**src/hdl/slx_pkg.sv**
```systemverilog
package slx_pkg;

  localparam int POSITION_BITS_DEF = 32;
  localparam int LENGTH_BITS_DEF   = 16;
  localparam int LINE_BITS_DEF     = 24;
  localparam int KEYWORD_CHARS_DEF = 6;
  localparam int MAX_TOKENS        = 3;
  localparam int QUEUE_DEPTH       = 2;

  localparam logic [5:0] K_LPAREN  = 6'd0;
  localparam logic [5:0] K_RPAREN  = 6'd1;
  localparam logic [5:0] K_LBRACE  = 6'd2;
  localparam logic [5:0] K_RBRACE  = 6'd3;
  localparam logic [5:0] K_COMMA   = 6'd4;
  localparam logic [5:0] K_DOT     = 6'd5;
  localparam logic [5:0] K_MINUS   = 6'd6;
  localparam logic [5:0] K_PLUS    = 6'd7;
  localparam logic [5:0] K_SEMI    = 6'd8;
  localparam logic [5:0] K_SLASH   = 6'd9;
  localparam logic [5:0] K_STAR    = 6'd10;
  localparam logic [5:0] K_BANG    = 6'd11;
  localparam logic [5:0] K_BANG_EQ = 6'd12;
  localparam logic [5:0] K_EQ      = 6'd13;
  localparam logic [5:0] K_EQ_EQ   = 6'd14;
  localparam logic [5:0] K_GT      = 6'd15;
  localparam logic [5:0] K_GT_EQ   = 6'd16;
  localparam logic [5:0] K_LT      = 6'd17;
  localparam logic [5:0] K_LT_EQ   = 6'd18;
  localparam logic [5:0] K_IDENT   = 6'd19;
  localparam logic [5:0] K_STRING  = 6'd20;
  localparam logic [5:0] K_NUMBER  = 6'd21;
  localparam logic [5:0] K_AND     = 6'd22;
  localparam logic [5:0] K_CLASS   = 6'd23;
  localparam logic [5:0] K_ELSE    = 6'd24;
  localparam logic [5:0] K_FALSE   = 6'd25;
  localparam logic [5:0] K_FOR     = 6'd26;
  localparam logic [5:0] K_FUN     = 6'd27;
  localparam logic [5:0] K_IF      = 6'd28;
  localparam logic [5:0] K_NIL     = 6'd29;
  localparam logic [5:0] K_OR      = 6'd30;
  localparam logic [5:0] K_PRINT   = 6'd31;
  localparam logic [5:0] K_RETURN  = 6'd32;
  localparam logic [5:0] K_SUPER   = 6'd33;
  localparam logic [5:0] K_THIS    = 6'd34;
  localparam logic [5:0] K_TRUE    = 6'd35;
  localparam logic [5:0] K_VAR     = 6'd36;
  localparam logic [5:0] K_WHILE   = 6'd37;
  localparam logic [5:0] K_ERROR   = 6'd38;
  localparam logic [5:0] K_EOF     = 6'd39;

  localparam logic [1:0] ERR_NONE   = 2'd0;
  localparam logic [1:0] ERR_CHAR   = 2'd1;
  localparam logic [1:0] ERR_STRING = 2'd2;

  typedef enum logic [3:0] {
    PH_IDLE    = 4'd0,
    PH_IDENT   = 4'd1,
    PH_INT     = 4'd2,
    PH_DOT     = 4'd3,
    PH_FRAC    = 4'd4,
    PH_STRING  = 4'd5,
    PH_OP      = 4'd6,
    PH_COMMENT = 4'd7
  } phase_t;

  typedef struct packed {
    logic [5:0]  kind;
    logic [1:0]  err;
    logic [31:0] start;
    logic [15:0] len;
    logic [23:0] line;
  } token_t;

  typedef struct packed {
    logic [1:0] count;
    token_t [MAX_TOKENS-1:0] tok;
  } bundle_t;

  function automatic logic is_alpha(input logic [7:0] c);
    return (c >= "a" && c <= "z") || (c >= "A" && c <= "Z") || c == "_";
  endfunction

  function automatic logic is_digit(input logic [7:0] c);
    return c >= "0" && c <= "9";
  endfunction

  function automatic logic [5:0] op_kind(input logic [7:0] c, input logic two);
    case (c)
      "!": op_kind = two ? K_BANG_EQ : K_BANG;
      "=": op_kind = two ? K_EQ_EQ : K_EQ;
      ">": op_kind = two ? K_GT_EQ : K_GT;
      "<": op_kind = two ? K_LT_EQ : K_LT;
      default: op_kind = K_SLASH;
    endcase
  endfunction

  // w holds the first six characters, first one in the top byte; n is the length
  function automatic logic [5:0] kw_kind(input logic [47:0] w, input logic [2:0] n);
    kw_kind = K_IDENT;
    unique case (n)
      3'd2: begin
        if (w[47:32] == "if") kw_kind = K_IF;
        else if (w[47:32] == "or") kw_kind = K_OR;
      end
      3'd3: begin
        if (w[47:24] == "and") kw_kind = K_AND;
        else if (w[47:24] == "for") kw_kind = K_FOR;
        else if (w[47:24] == "fun") kw_kind = K_FUN;
        else if (w[47:24] == "nil") kw_kind = K_NIL;
        else if (w[47:24] == "var") kw_kind = K_VAR;
      end
      3'd4: begin
        if (w[47:16] == "else") kw_kind = K_ELSE;
        else if (w[47:16] == "this") kw_kind = K_THIS;
        else if (w[47:16] == "true") kw_kind = K_TRUE;
      end
      3'd5: begin
        if (w[47:8] == "class") kw_kind = K_CLASS;
        else if (w[47:8] == "false") kw_kind = K_FALSE;
        else if (w[47:8] == "print") kw_kind = K_PRINT;
        else if (w[47:8] == "super") kw_kind = K_SUPER;
        else if (w[47:8] == "while") kw_kind = K_WHILE;
      end
      3'd6: begin
        if (w == "return") kw_kind = K_RETURN;
      end
      default: kw_kind = K_IDENT;
    endcase
  endfunction

endpackage

```
**src/hdl/slx_front.sv**
```systemverilog
module slx_front #(
  parameter int POSITION_BITS = slx_pkg::POSITION_BITS_DEF,
  parameter int LENGTH_BITS   = slx_pkg::LENGTH_BITS_DEF,
  parameter int LINE_BITS     = slx_pkg::LINE_BITS_DEF,
  parameter int KEYWORD_CHARS = slx_pkg::KEYWORD_CHARS_DEF
) (
  input  logic            clk,
  input  logic            rst_n,
  input  logic            take,
  input  logic [7:0]      char_code,
  output logic            push,
  output slx_pkg::bundle_t bundle
);
  import slx_pkg::*;

  localparam logic [LENGTH_BITS-1:0] LEN_MAX  = {LENGTH_BITS{1'b1}};
  localparam logic [LINE_BITS-1:0]   LINE_MAX = {LINE_BITS{1'b1}};

  phase_t                   phase_r, phase_nxt;
  logic [7:0]               pend_r, pend_nxt;
  logic [POSITION_BITS-1:0] pos_r, tstart_r, tstart_nxt;
  logic [LINE_BITS-1:0]     line_r, line_nxt;
  logic [LENGTH_BITS-1:0]   len_r, len_nxt;
  logic [7:0]               pfx_r [KEYWORD_CHARS];
  logic [KEYWORD_CHARS-1:0] pfx_we;
  logic [7:0]               pfx_d;
  logic [5:0]               ident_k;
  logic [2:0]               kw_n;
  logic [47:0]              kw_w;

  function automatic logic [31:0] to_start(input logic [POSITION_BITS-1:0] p);
    logic [63:0] t;
    t = 64'(p);
    return t[31:0];
  endfunction

  function automatic logic [15:0] to_len(input logic [LENGTH_BITS-1:0] l);
    logic [31:0] t;
    t = 32'(l);
    return t[15:0];
  endfunction

  function automatic logic [LENGTH_BITS-1:0] sat_add(input logic [LENGTH_BITS-1:0] v,
                                                     input logic [1:0] a);
    logic [LENGTH_BITS:0] s;
    s = {1'b0, v} + (LENGTH_BITS+1)'(a);
    return s[LENGTH_BITS] ? LEN_MAX : s[LENGTH_BITS-1:0];
  endfunction

  always_comb begin
    for (int i = 0; i < 6; i++) kw_w[47-8*i -: 8] = pfx_r[i];
    kw_n = (len_r <= LENGTH_BITS'(6)) ? 3'(len_r) : 3'd7;
    ident_k = kw_kind(kw_w, kw_n);
  end

  always_comb begin
    logic [1:0]               cnt;
    logic                     consumed;
    logic [7:0]               c;
    logic [31:0]              lt;
    logic [POSITION_BITS-1:0] pm1;
    logic [5:0]               pk;
    token_t                   t;

    c = char_code;
    cnt = 2'd0;
    consumed = 1'b0;
    phase_nxt = phase_r;
    pend_nxt = pend_r;
    tstart_nxt = tstart_r;
    line_nxt = line_r;
    len_nxt = len_r;
    pfx_we = '0;
    pfx_d = c;
    bundle = '0;
    pm1 = pos_r - POSITION_BITS'(1);
    pk = K_ERROR;
    lt = 32'(line_r);
    t = '0;

    if (c != 8'd0) begin
      unique case (phase_r)
        PH_IDENT: begin
          if (is_alpha(c) || is_digit(c)) begin
            for (int i = 0; i < KEYWORD_CHARS; i++)
              if (len_r == LENGTH_BITS'(i)) pfx_we[i] = 1'b1;
            len_nxt = sat_add(len_r, 2'd1);
            consumed = 1'b1;
          end
        end
        PH_INT: begin
          if (is_digit(c)) begin
            len_nxt = sat_add(len_r, 2'd1);
            consumed = 1'b1;
          end else if (c == ".") begin
            phase_nxt = PH_DOT;
            consumed = 1'b1;
          end
        end
        PH_DOT: begin
          if (is_digit(c)) begin
            len_nxt = sat_add(len_r, 2'd2);
            phase_nxt = PH_FRAC;
            consumed = 1'b1;
          end
        end
        PH_FRAC: begin
          if (is_digit(c)) begin
            len_nxt = sat_add(len_r, 2'd1);
            consumed = 1'b1;
          end
        end
        PH_STRING: begin
          len_nxt = sat_add(len_r, 2'd1);
          if (c == "\"") begin
            lt = 32'(line_r);
            bundle.tok[cnt] = '{K_STRING, ERR_NONE, to_start(tstart_r), to_len(len_nxt),
                                lt[23:0]};
            cnt = cnt + 2'd1;
            phase_nxt = PH_IDLE;
          end else if (c == "\n" && line_r < LINE_MAX) begin
            line_nxt = line_r + LINE_BITS'(1);
          end
          consumed = 1'b1;
        end
        PH_OP: begin
          if (pend_r == "/" && c == "/") begin
            phase_nxt = PH_COMMENT;
            consumed = 1'b1;
          end else if (pend_r != "/" && c == "=") begin
            lt = 32'(line_r);
            bundle.tok[cnt] = '{op_kind(pend_r, 1'b1), ERR_NONE, to_start(tstart_r), 16'd2,
                                lt[23:0]};
            cnt = cnt + 2'd1;
            phase_nxt = PH_IDLE;
            consumed = 1'b1;
          end
        end
        PH_COMMENT: begin
          if (c != "\n") consumed = 1'b1;
        end
        default: ;
      endcase
    end

    if (!consumed) begin
      lt = 32'(line_r);
      // close whatever token is still open
      unique case (phase_r)
        PH_IDENT: begin
          bundle.tok[cnt] = '{ident_k, ERR_NONE, to_start(tstart_r), to_len(len_r), lt[23:0]};
          cnt = cnt + 2'd1;
        end
        PH_INT, PH_FRAC: begin
          bundle.tok[cnt] = '{K_NUMBER, ERR_NONE, to_start(tstart_r), to_len(len_r),
                              lt[23:0]};
          cnt = cnt + 2'd1;
        end
        PH_DOT: begin
          bundle.tok[cnt] = '{K_NUMBER, ERR_NONE, to_start(tstart_r), to_len(len_r),
                              lt[23:0]};
          cnt = cnt + 2'd1;
          bundle.tok[cnt] = '{K_DOT, ERR_NONE, to_start(pm1), 16'd1, lt[23:0]};
          cnt = cnt + 2'd1;
        end
        PH_OP: begin
          bundle.tok[cnt] = '{op_kind(pend_r, 1'b0), ERR_NONE, to_start(tstart_r), 16'd1,
                              lt[23:0]};
          cnt = cnt + 2'd1;
        end
        PH_STRING: begin
          bundle.tok[cnt] = '{K_ERROR, ERR_STRING, to_start(tstart_r), to_len(len_r),
                              lt[23:0]};
          cnt = cnt + 2'd1;
        end
        default: ;
      endcase
      phase_nxt = PH_IDLE;

      if (c == 8'd0) begin
        bundle.tok[cnt] = '{K_EOF, ERR_NONE, to_start(pos_r), 16'd0, lt[23:0]};
        cnt = cnt + 2'd1;
      end else if (c == " " || c == 8'h0D || c == "\t") begin
      end else if (c == "\n") begin
        if (line_r < LINE_MAX) line_nxt = line_r + LINE_BITS'(1);
      end else if (is_alpha(c)) begin
        phase_nxt = PH_IDENT;
        tstart_nxt = pos_r;
        len_nxt = LENGTH_BITS'(1);
        pfx_we[0] = 1'b1;
      end else if (is_digit(c)) begin
        phase_nxt = PH_INT;
        tstart_nxt = pos_r;
        len_nxt = LENGTH_BITS'(1);
      end else if (c == "\"") begin
        phase_nxt = PH_STRING;
        tstart_nxt = pos_r;
        len_nxt = LENGTH_BITS'(1);
      end else if (c == "!" || c == "=" || c == "<" || c == ">" || c == "/") begin
        phase_nxt = PH_OP;
        tstart_nxt = pos_r;
        len_nxt = LENGTH_BITS'(1);
        pend_nxt = c;
      end else begin
        case (c)
          "(": pk = K_LPAREN;
          ")": pk = K_RPAREN;
          "{": pk = K_LBRACE;
          "}": pk = K_RBRACE;
          ",": pk = K_COMMA;
          ".": pk = K_DOT;
          "-": pk = K_MINUS;
          "+": pk = K_PLUS;
          ";": pk = K_SEMI;
          "*": pk = K_STAR;
          default: pk = K_ERROR;
        endcase
        t = '{pk, (pk == K_ERROR) ? ERR_CHAR : ERR_NONE, to_start(pos_r), 16'd1, lt[23:0]};
        bundle.tok[cnt] = t;
        cnt = cnt + 2'd1;
      end
    end
    bundle.count = cnt;
  end

  assign push = take && (bundle.count != 2'd0);

  always_ff @(posedge clk) begin
    if (!rst_n) begin
      phase_r <= PH_IDLE;
      pend_r <= 8'd0;
      pos_r <= '0;
      tstart_r <= '0;
      line_r <= LINE_BITS'(1);
      len_r <= '0;
    end else if (take) begin
      if (char_code == 8'd0) begin
        phase_r <= PH_IDLE;
        pend_r <= 8'd0;
        pos_r <= '0;
        tstart_r <= '0;
        line_r <= LINE_BITS'(1);
        len_r <= '0;
      end else begin
        phase_r <= phase_nxt;
        pend_r <= pend_nxt;
        pos_r <= pos_r + POSITION_BITS'(1);
        tstart_r <= tstart_nxt;
        line_r <= line_nxt;
        len_r <= len_nxt;
      end
    end
  end

  always_ff @(posedge clk) begin
    if (take && char_code != 8'd0) begin
      for (int i = 0; i < KEYWORD_CHARS; i++)
        if (pfx_we[i]) pfx_r[i] <= pfx_d;
    end
  end

endmodule

```
**src/hdl/slx_queue.sv**
```systemverilog
module slx_queue (
  input  logic             clk,
  input  logic             rst_n,
  input  logic             wr,
  input  slx_pkg::bundle_t wdata,
  input  logic             rd,
  output slx_pkg::bundle_t rdata,
  output logic             full,
  output logic             empty
);
  import slx_pkg::*;

  localparam int PW = $clog2(QUEUE_DEPTH);

  bundle_t       mem [QUEUE_DEPTH];
  logic [PW-1:0] wp_r, rp_r;
  logic [PW:0]   cnt_r;

  assign full  = (cnt_r == (PW+1)'(QUEUE_DEPTH));
  assign empty = (cnt_r == '0);
  assign rdata = mem[rp_r];

  always_ff @(posedge clk) begin
    if (!rst_n) begin
      wp_r <= '0;
      rp_r <= '0;
      cnt_r <= '0;
    end else begin
      if (wr) wp_r <= (wp_r == PW'(QUEUE_DEPTH-1)) ? '0 : wp_r + PW'(1);
      if (rd) rp_r <= (rp_r == PW'(QUEUE_DEPTH-1)) ? '0 : rp_r + PW'(1);
      if (wr && !rd) cnt_r <= cnt_r + (PW+1)'(1);
      else if (rd && !wr) cnt_r <= cnt_r - (PW+1)'(1);
    end
  end

  always_ff @(posedge clk) begin
    if (wr) mem[wp_r] <= wdata;
  end

endmodule

```
**src/hdl/slx_back.sv**
```systemverilog
module slx_back (
  input  logic             clk,
  input  logic             rst_n,
  input  logic             q_empty,
  input  slx_pkg::bundle_t q_data,
  output logic             q_rd,
  input  logic             pop,
  output logic             empty,
  output slx_pkg::token_t  tok,
  output logic             last
);
  import slx_pkg::*;

  bundle_t    cur_r;
  logic       have_r;
  logic [1:0] idx_r;
  logic       done;

  assign last  = (idx_r == cur_r.count - 2'd1);
  assign done  = pop && have_r && last;
  assign q_rd  = !q_empty && (!have_r || done);
  assign empty = !have_r;

  always_comb begin
    case (idx_r)
      2'd0: tok = cur_r.tok[0];
      2'd1: tok = cur_r.tok[1];
      default: tok = cur_r.tok[2];
    endcase
  end

  always_ff @(posedge clk) begin
    if (!rst_n) begin
      have_r <= 1'b0;
      idx_r <= 2'd0;
    end else if (q_rd) begin
      have_r <= 1'b1;
      idx_r <= 2'd0;
    end else if (done) begin
      have_r <= 1'b0;
      idx_r <= 2'd0;
    end else if (pop && have_r) begin
      idx_r <= idx_r + 2'd1;
    end
  end

  always_ff @(posedge clk) begin
    if (q_rd) cur_r <= q_data;
  end

endmodule

```
**src/hdl/script_lexer.sv**
```systemverilog
// Streaming source scanner: one byte is taken per cycle whenever full is low, and
// tokens come out in order, one per cycle when popped. A byte can produce up to three
// tokens; the last one it produces has out_last_of_run set. When the output stage is idle
// the first token of a byte is written to the queue, then loaded into the output stage.
// Sustained input rate is one byte per cycle as long as tokens are popped at least as fast
// as they are made; a byte that makes several tokens holds the output stage for that many
// pops, and a two-entry queue between the scanning front end and the token output stage
// absorbs short bursts. A zero byte flushes the open token, emits end of source and
// returns the scanner to its reset state.
module script_lexer #(
  parameter int POSITION_BITS = slx_pkg::POSITION_BITS_DEF,
  parameter int LENGTH_BITS   = slx_pkg::LENGTH_BITS_DEF,
  parameter int LINE_BITS     = slx_pkg::LINE_BITS_DEF,
  parameter int KEYWORD_CHARS = slx_pkg::KEYWORD_CHARS_DEF
) (
  input  logic        clk,
  input  logic        rst_n,
  input  logic        push,
  output logic        full,
  input  logic [7:0]  in_char_code,
  output logic        empty,
  input  logic        pop,
  output logic [5:0]  out_token_kind,
  output logic [1:0]  out_error_kind,
  output logic [31:0] out_token_start,
  output logic [15:0] out_token_length,
  output logic [23:0] out_token_line,
  output logic        out_last_of_run
);
  import slx_pkg::*;

  logic    take, q_wr, q_rd, q_full, q_empty;
  bundle_t f_bundle, q_data;
  token_t  tok;

  assign full = q_full;
  assign take = push && !q_full;

  slx_front #(
    .POSITION_BITS(POSITION_BITS),
    .LENGTH_BITS  (LENGTH_BITS),
    .LINE_BITS    (LINE_BITS),
    .KEYWORD_CHARS(KEYWORD_CHARS)
  ) u_front (
    .clk      (clk),
    .rst_n    (rst_n),
    .take     (take),
    .char_code(in_char_code),
    .push     (q_wr),
    .bundle   (f_bundle)
  );

  slx_queue u_queue (
    .clk  (clk),
    .rst_n(rst_n),
    .wr   (q_wr),
    .wdata(f_bundle),
    .rd   (q_rd),
    .rdata(q_data),
    .full (q_full),
    .empty(q_empty)
  );

  slx_back u_back (
    .clk    (clk),
    .rst_n  (rst_n),
    .q_empty(q_empty),
    .q_data (q_data),
    .q_rd   (q_rd),
    .pop    (pop),
    .empty  (empty),
    .tok    (tok),
    .last   (out_last_of_run)
  );

  assign out_token_kind   = tok.kind;
  assign out_error_kind   = tok.err;
  assign out_token_start  = tok.start;
  assign out_token_length = tok.len;
  assign out_token_line   = tok.line;

endmodule

```
**config.mk**
```make
export PLATFORM = sky130hd
export DESIGN_NAME = script_lexer
export DESIGN_NICKNAME = d
export VERILOG_FILES = /design/src/hdl/slx_pkg.sv /design/src/hdl/slx_front.sv /design/src/hdl/slx_queue.sv /design/src/hdl/slx_back.sv /design/src/hdl/script_lexer.sv
export SDC_FILE = /design/constraint.sdc
export NUM_CORES = 1
export LEC_CHECK = 0
export BUFFER_PORTS_ARGS = -buffer_cell sky130_fd_sc_hd__buf_2
export CELL_PAD_IN_SITES_DETAIL_PLACEMENT = 0
export CELL_PAD_IN_SITES_GLOBAL_PLACEMENT = 1
export CORE_MARGIN = 2
export CORE_UTILIZATION = 40
export CTS_CLUSTER_SIZE = 25
export DETAILED_ROUTE_END_ITERATION = 7
export PLACE_DENSITY = 0.61
export SYNTH_ARGS = -nofsm -noshare
export SYNTH_HDL_FRONTEND = slang
export SYNTH_HIERARCHICAL = 1
export SYNTH_SLANG_ARGS = --single-unit
```
**constraint.sdc**
```tcl
create_clock -name clk -period 22.3 [get_ports clk]
set_input_delay 2.23 -clock clk [delete_from_list [all_inputs] [get_ports clk]]
set_output_delay 2.23 -clock clk [all_outputs]
set_load 0.03 [all_outputs]
```
==> impl_metrics.json <==
{
  "drt-initial-drc-count": 2104,
  "peakVddDrop_mv": 0.0767,
  "fp.dieArea_mm2": 0.104,
  "hold_path.class": "reg2reg",
  "fill_cells": 9059,
  "status": "completed",
  "final.setup_skew_ns": 0.0307,
  "cpPeakStageDelay_ns": 0.83,
  "layout.nets": 3157,
  "drt_pass1_iterations": 6,
  "vias": 25300,
  "post_cts_buffers": 0,
  "syn_area_mm2": 0.0405,
  "p_leak_uw": 0.0155,
  "drc": 0,
  "drv_slew": 0,
  "dp_hpwl_mm": 66.3,
  "overflow": 0,
  "max_slew_margin": 0.272,
  "gp_congestion": 0.865,
  "rsz0062_at_grt": "false",
  "synth_top_flop_cell": "edfxtp_1",
  "critPathMaxFanout": 65,
  "cp_slowest_cell": "buf_4",
  "start_kind": "primary input",
  "core_mm2": 0.100,
  "async_flop_share": 0,
  "die_h_um": 322,
  "tightest_slew_ns": 1.09,
  "cap_violations": 0,
  "yosys_warnings": 6,
  "end_kind": "register",
  "reg2regPathDepth": 13,
  "initial_core_util": 0.404,
  "clockBufferDepth": 3,
  "diodes": 0,
  "wl_per_cell_um": 23.3,
  "synth_cells": 3109,
  "fin_crit_ns": 8.42,
  "die_w_um": 322,
  "layout-drive-gt1-share": 0.181,
  "ys_seq_area_frac": 0.635,
  "min_period_over_period": 0.378,
  "hold_buffers": 0,
  "synth_edf_count": 774,
  "routed_wl_mm": 105,
  "setup-tns-final_ns": 0,
  "finalHoldViolations": 0,
  "avgSynthCellArea_um2": 13.0,
  "ios": 95,
  "clk_pin_slew_ns": 0.06,
  "antenna_left": 0,
  "antenna_found_initial": 2,
  "grt_max_degree": 72,
  "arrival_ns": 8.68,
  "finalSetupViolCount": 0,
  "crit_type": "in2reg",
  "rows": 116,
  "io_buffers": 94,
  "via_per_inst": 5.61,
  "grt_pass1_vias": 25300,
  "tritoncts": "built",
  "cts-root-buf": "clkbuf_16",
  "htree_num_levels": 3,
  "crit_required_ns": 22.56,
  "layout_common_cells": "edfxtp_1, nand2_1, nor2_1, mux2_4, dfxtp_1",
  "cts.sinks": 897,
  "place_inst": 4331,
  "crit_path_frequent_cell": "buf_4",
  "fin_cells": 4507,
  "hold_depth": 2,
  "fmax_mhz": 119,
  "numCtsBuffers": 96,
  "final_common_cell": "edfxtp_1",
  "powerDensity_mw_per_mm2": 118,
  "path_cells": "buf_2 > nor4b_1 > nand3_1 > o21ai_2 > buf_4 > nor2b_1 > inv_1 > ha_1 > a311o_1 > a21oi_1 > nor2b_4 > buf_4 > buf_4 > buf_4",
  "synth_cell_types": 99,
  "ys_ff_latch": 897,
  "cts_resized": 0,
  "grt_pass1_wl_mm": 158,
  "grt_usage": 0.201,
  "clk_latency_ns": 0.66,
  "areaGrowthSynthToFinish_pct": 11.2
}
-- logic make-up after synthesis --
kind of cell | synth area share
simple gates | 0.136
flops | 0.635
compound gates | 0.0885
buf+inv | 0.0360
mux | 0.0854
xor+xnor | 0.0147
fa+ha+maj | 0.00433
other cells | 0.0000927
-- sequential cells by signal, summed over array words and instances (netlist names), 2 cells and up, named ones only --
name / flops
u_back/cur_r: 242
u_back/idx_r: 2
u_front/len_r: 16
u_front/line_r: 24
u_front/pend_r: 8
u_front/pfx_r: 48
u_front/phase_r: 3
u_front/pos_r: 32
u_front/tstart_r: 32
u_queue/cnt_r: 2
u_queue/mem: 484
-- synth_stat cells (39+ instances only) --
library cell / number / area share
nor3_1: 47 / 0.0058
nand3_1: 90 / 0.011
and2_1: 92 / 0.014
nor2_1: 213 / 0.020
edfxtp_1: 774 / 0.57
a22oi_1: 94 / 0.017
mux2_4: 180 / 0.067
o21ai_0: 91 / 0.011
clkbuf_1: 140 / 0.013
a21oi_1: 121 / 0.015
mux2_2: 64 / 0.018
nand4_1: 59 / 0.0091
buf_2: 39 / 0.0048
nand2_1: 328 / 0.030
dfxtp_1: 123 / 0.061
-- worst max-delay path, delay by kind of cell --
kind,cells,cell delay [ns]
and+or+nand+nor,4,1.92
adders and majority gates,1,0.24
buffers and inverters,6,3.20
AOI/OAI and AO/OA,3,0.88
-- stage by stage --
stage	worst slack [ns]	util	hold WS, ns	cell area [um^2]	power (uW)
after floorplan	5.87	-	0.432	40600	3500
after global placement	13.29	0.417	0.442	41800	3760
after detailed placement	13.26	0.417	0.446	41800	3780
after CTS	13.95	0.449	0.454	45000	5400
after global routing	13.47	0.449	0.475	45000	5560
final	13.88	0.449	0.454	45000	5320
-- final timing paths --
path                        startpoint                    to  slack [ns]
setup / recovery       in_char_code[5]   u_queue/mem[0][173]       13.88
hold / removal    u_front/tstart_r[27]  u_front/tstart_r[27]        0.45
setup reg to reg    u_front/phase_r[2]   u_queue/mem[0][173]       15.30
hold reg to reg   u_front/tstart_r[27]  u_front/tstart_r[27]        0.45
-- layer usage --
metal,track usage,wire length [um],share of wire
met5,0,0,0
met4,0.0685,3230,0.031
met3,0.0347,5040,0.048
met2,0.339,51400,0.49
met1,0.261,45500,0.43
-- cell type report --
class / instances / area, um^2 / share of cell area
timing repair buffer: 142 / 831 / 0.0185
clock buffer: 120 / 2630 / 0.0584
inverter: 35 / 131 / 0.00292
multi-input combinational: 1959 / 13500 / 0.300
sequential: 897 / 25700 / 0.571
clock inverter: 56 / 567 / 0.0126
tap: 1298 / 1620 / 0.0361
-- power breakdown --
| part | internal [uW] | switching (uW) |
|---|---|---|
| Clock | 951 | 651 |
| Combinational | 463 | 860 |
| Sequential | 2290 | 105 |
Note: power is estimated with default switching activity, not from simulation.
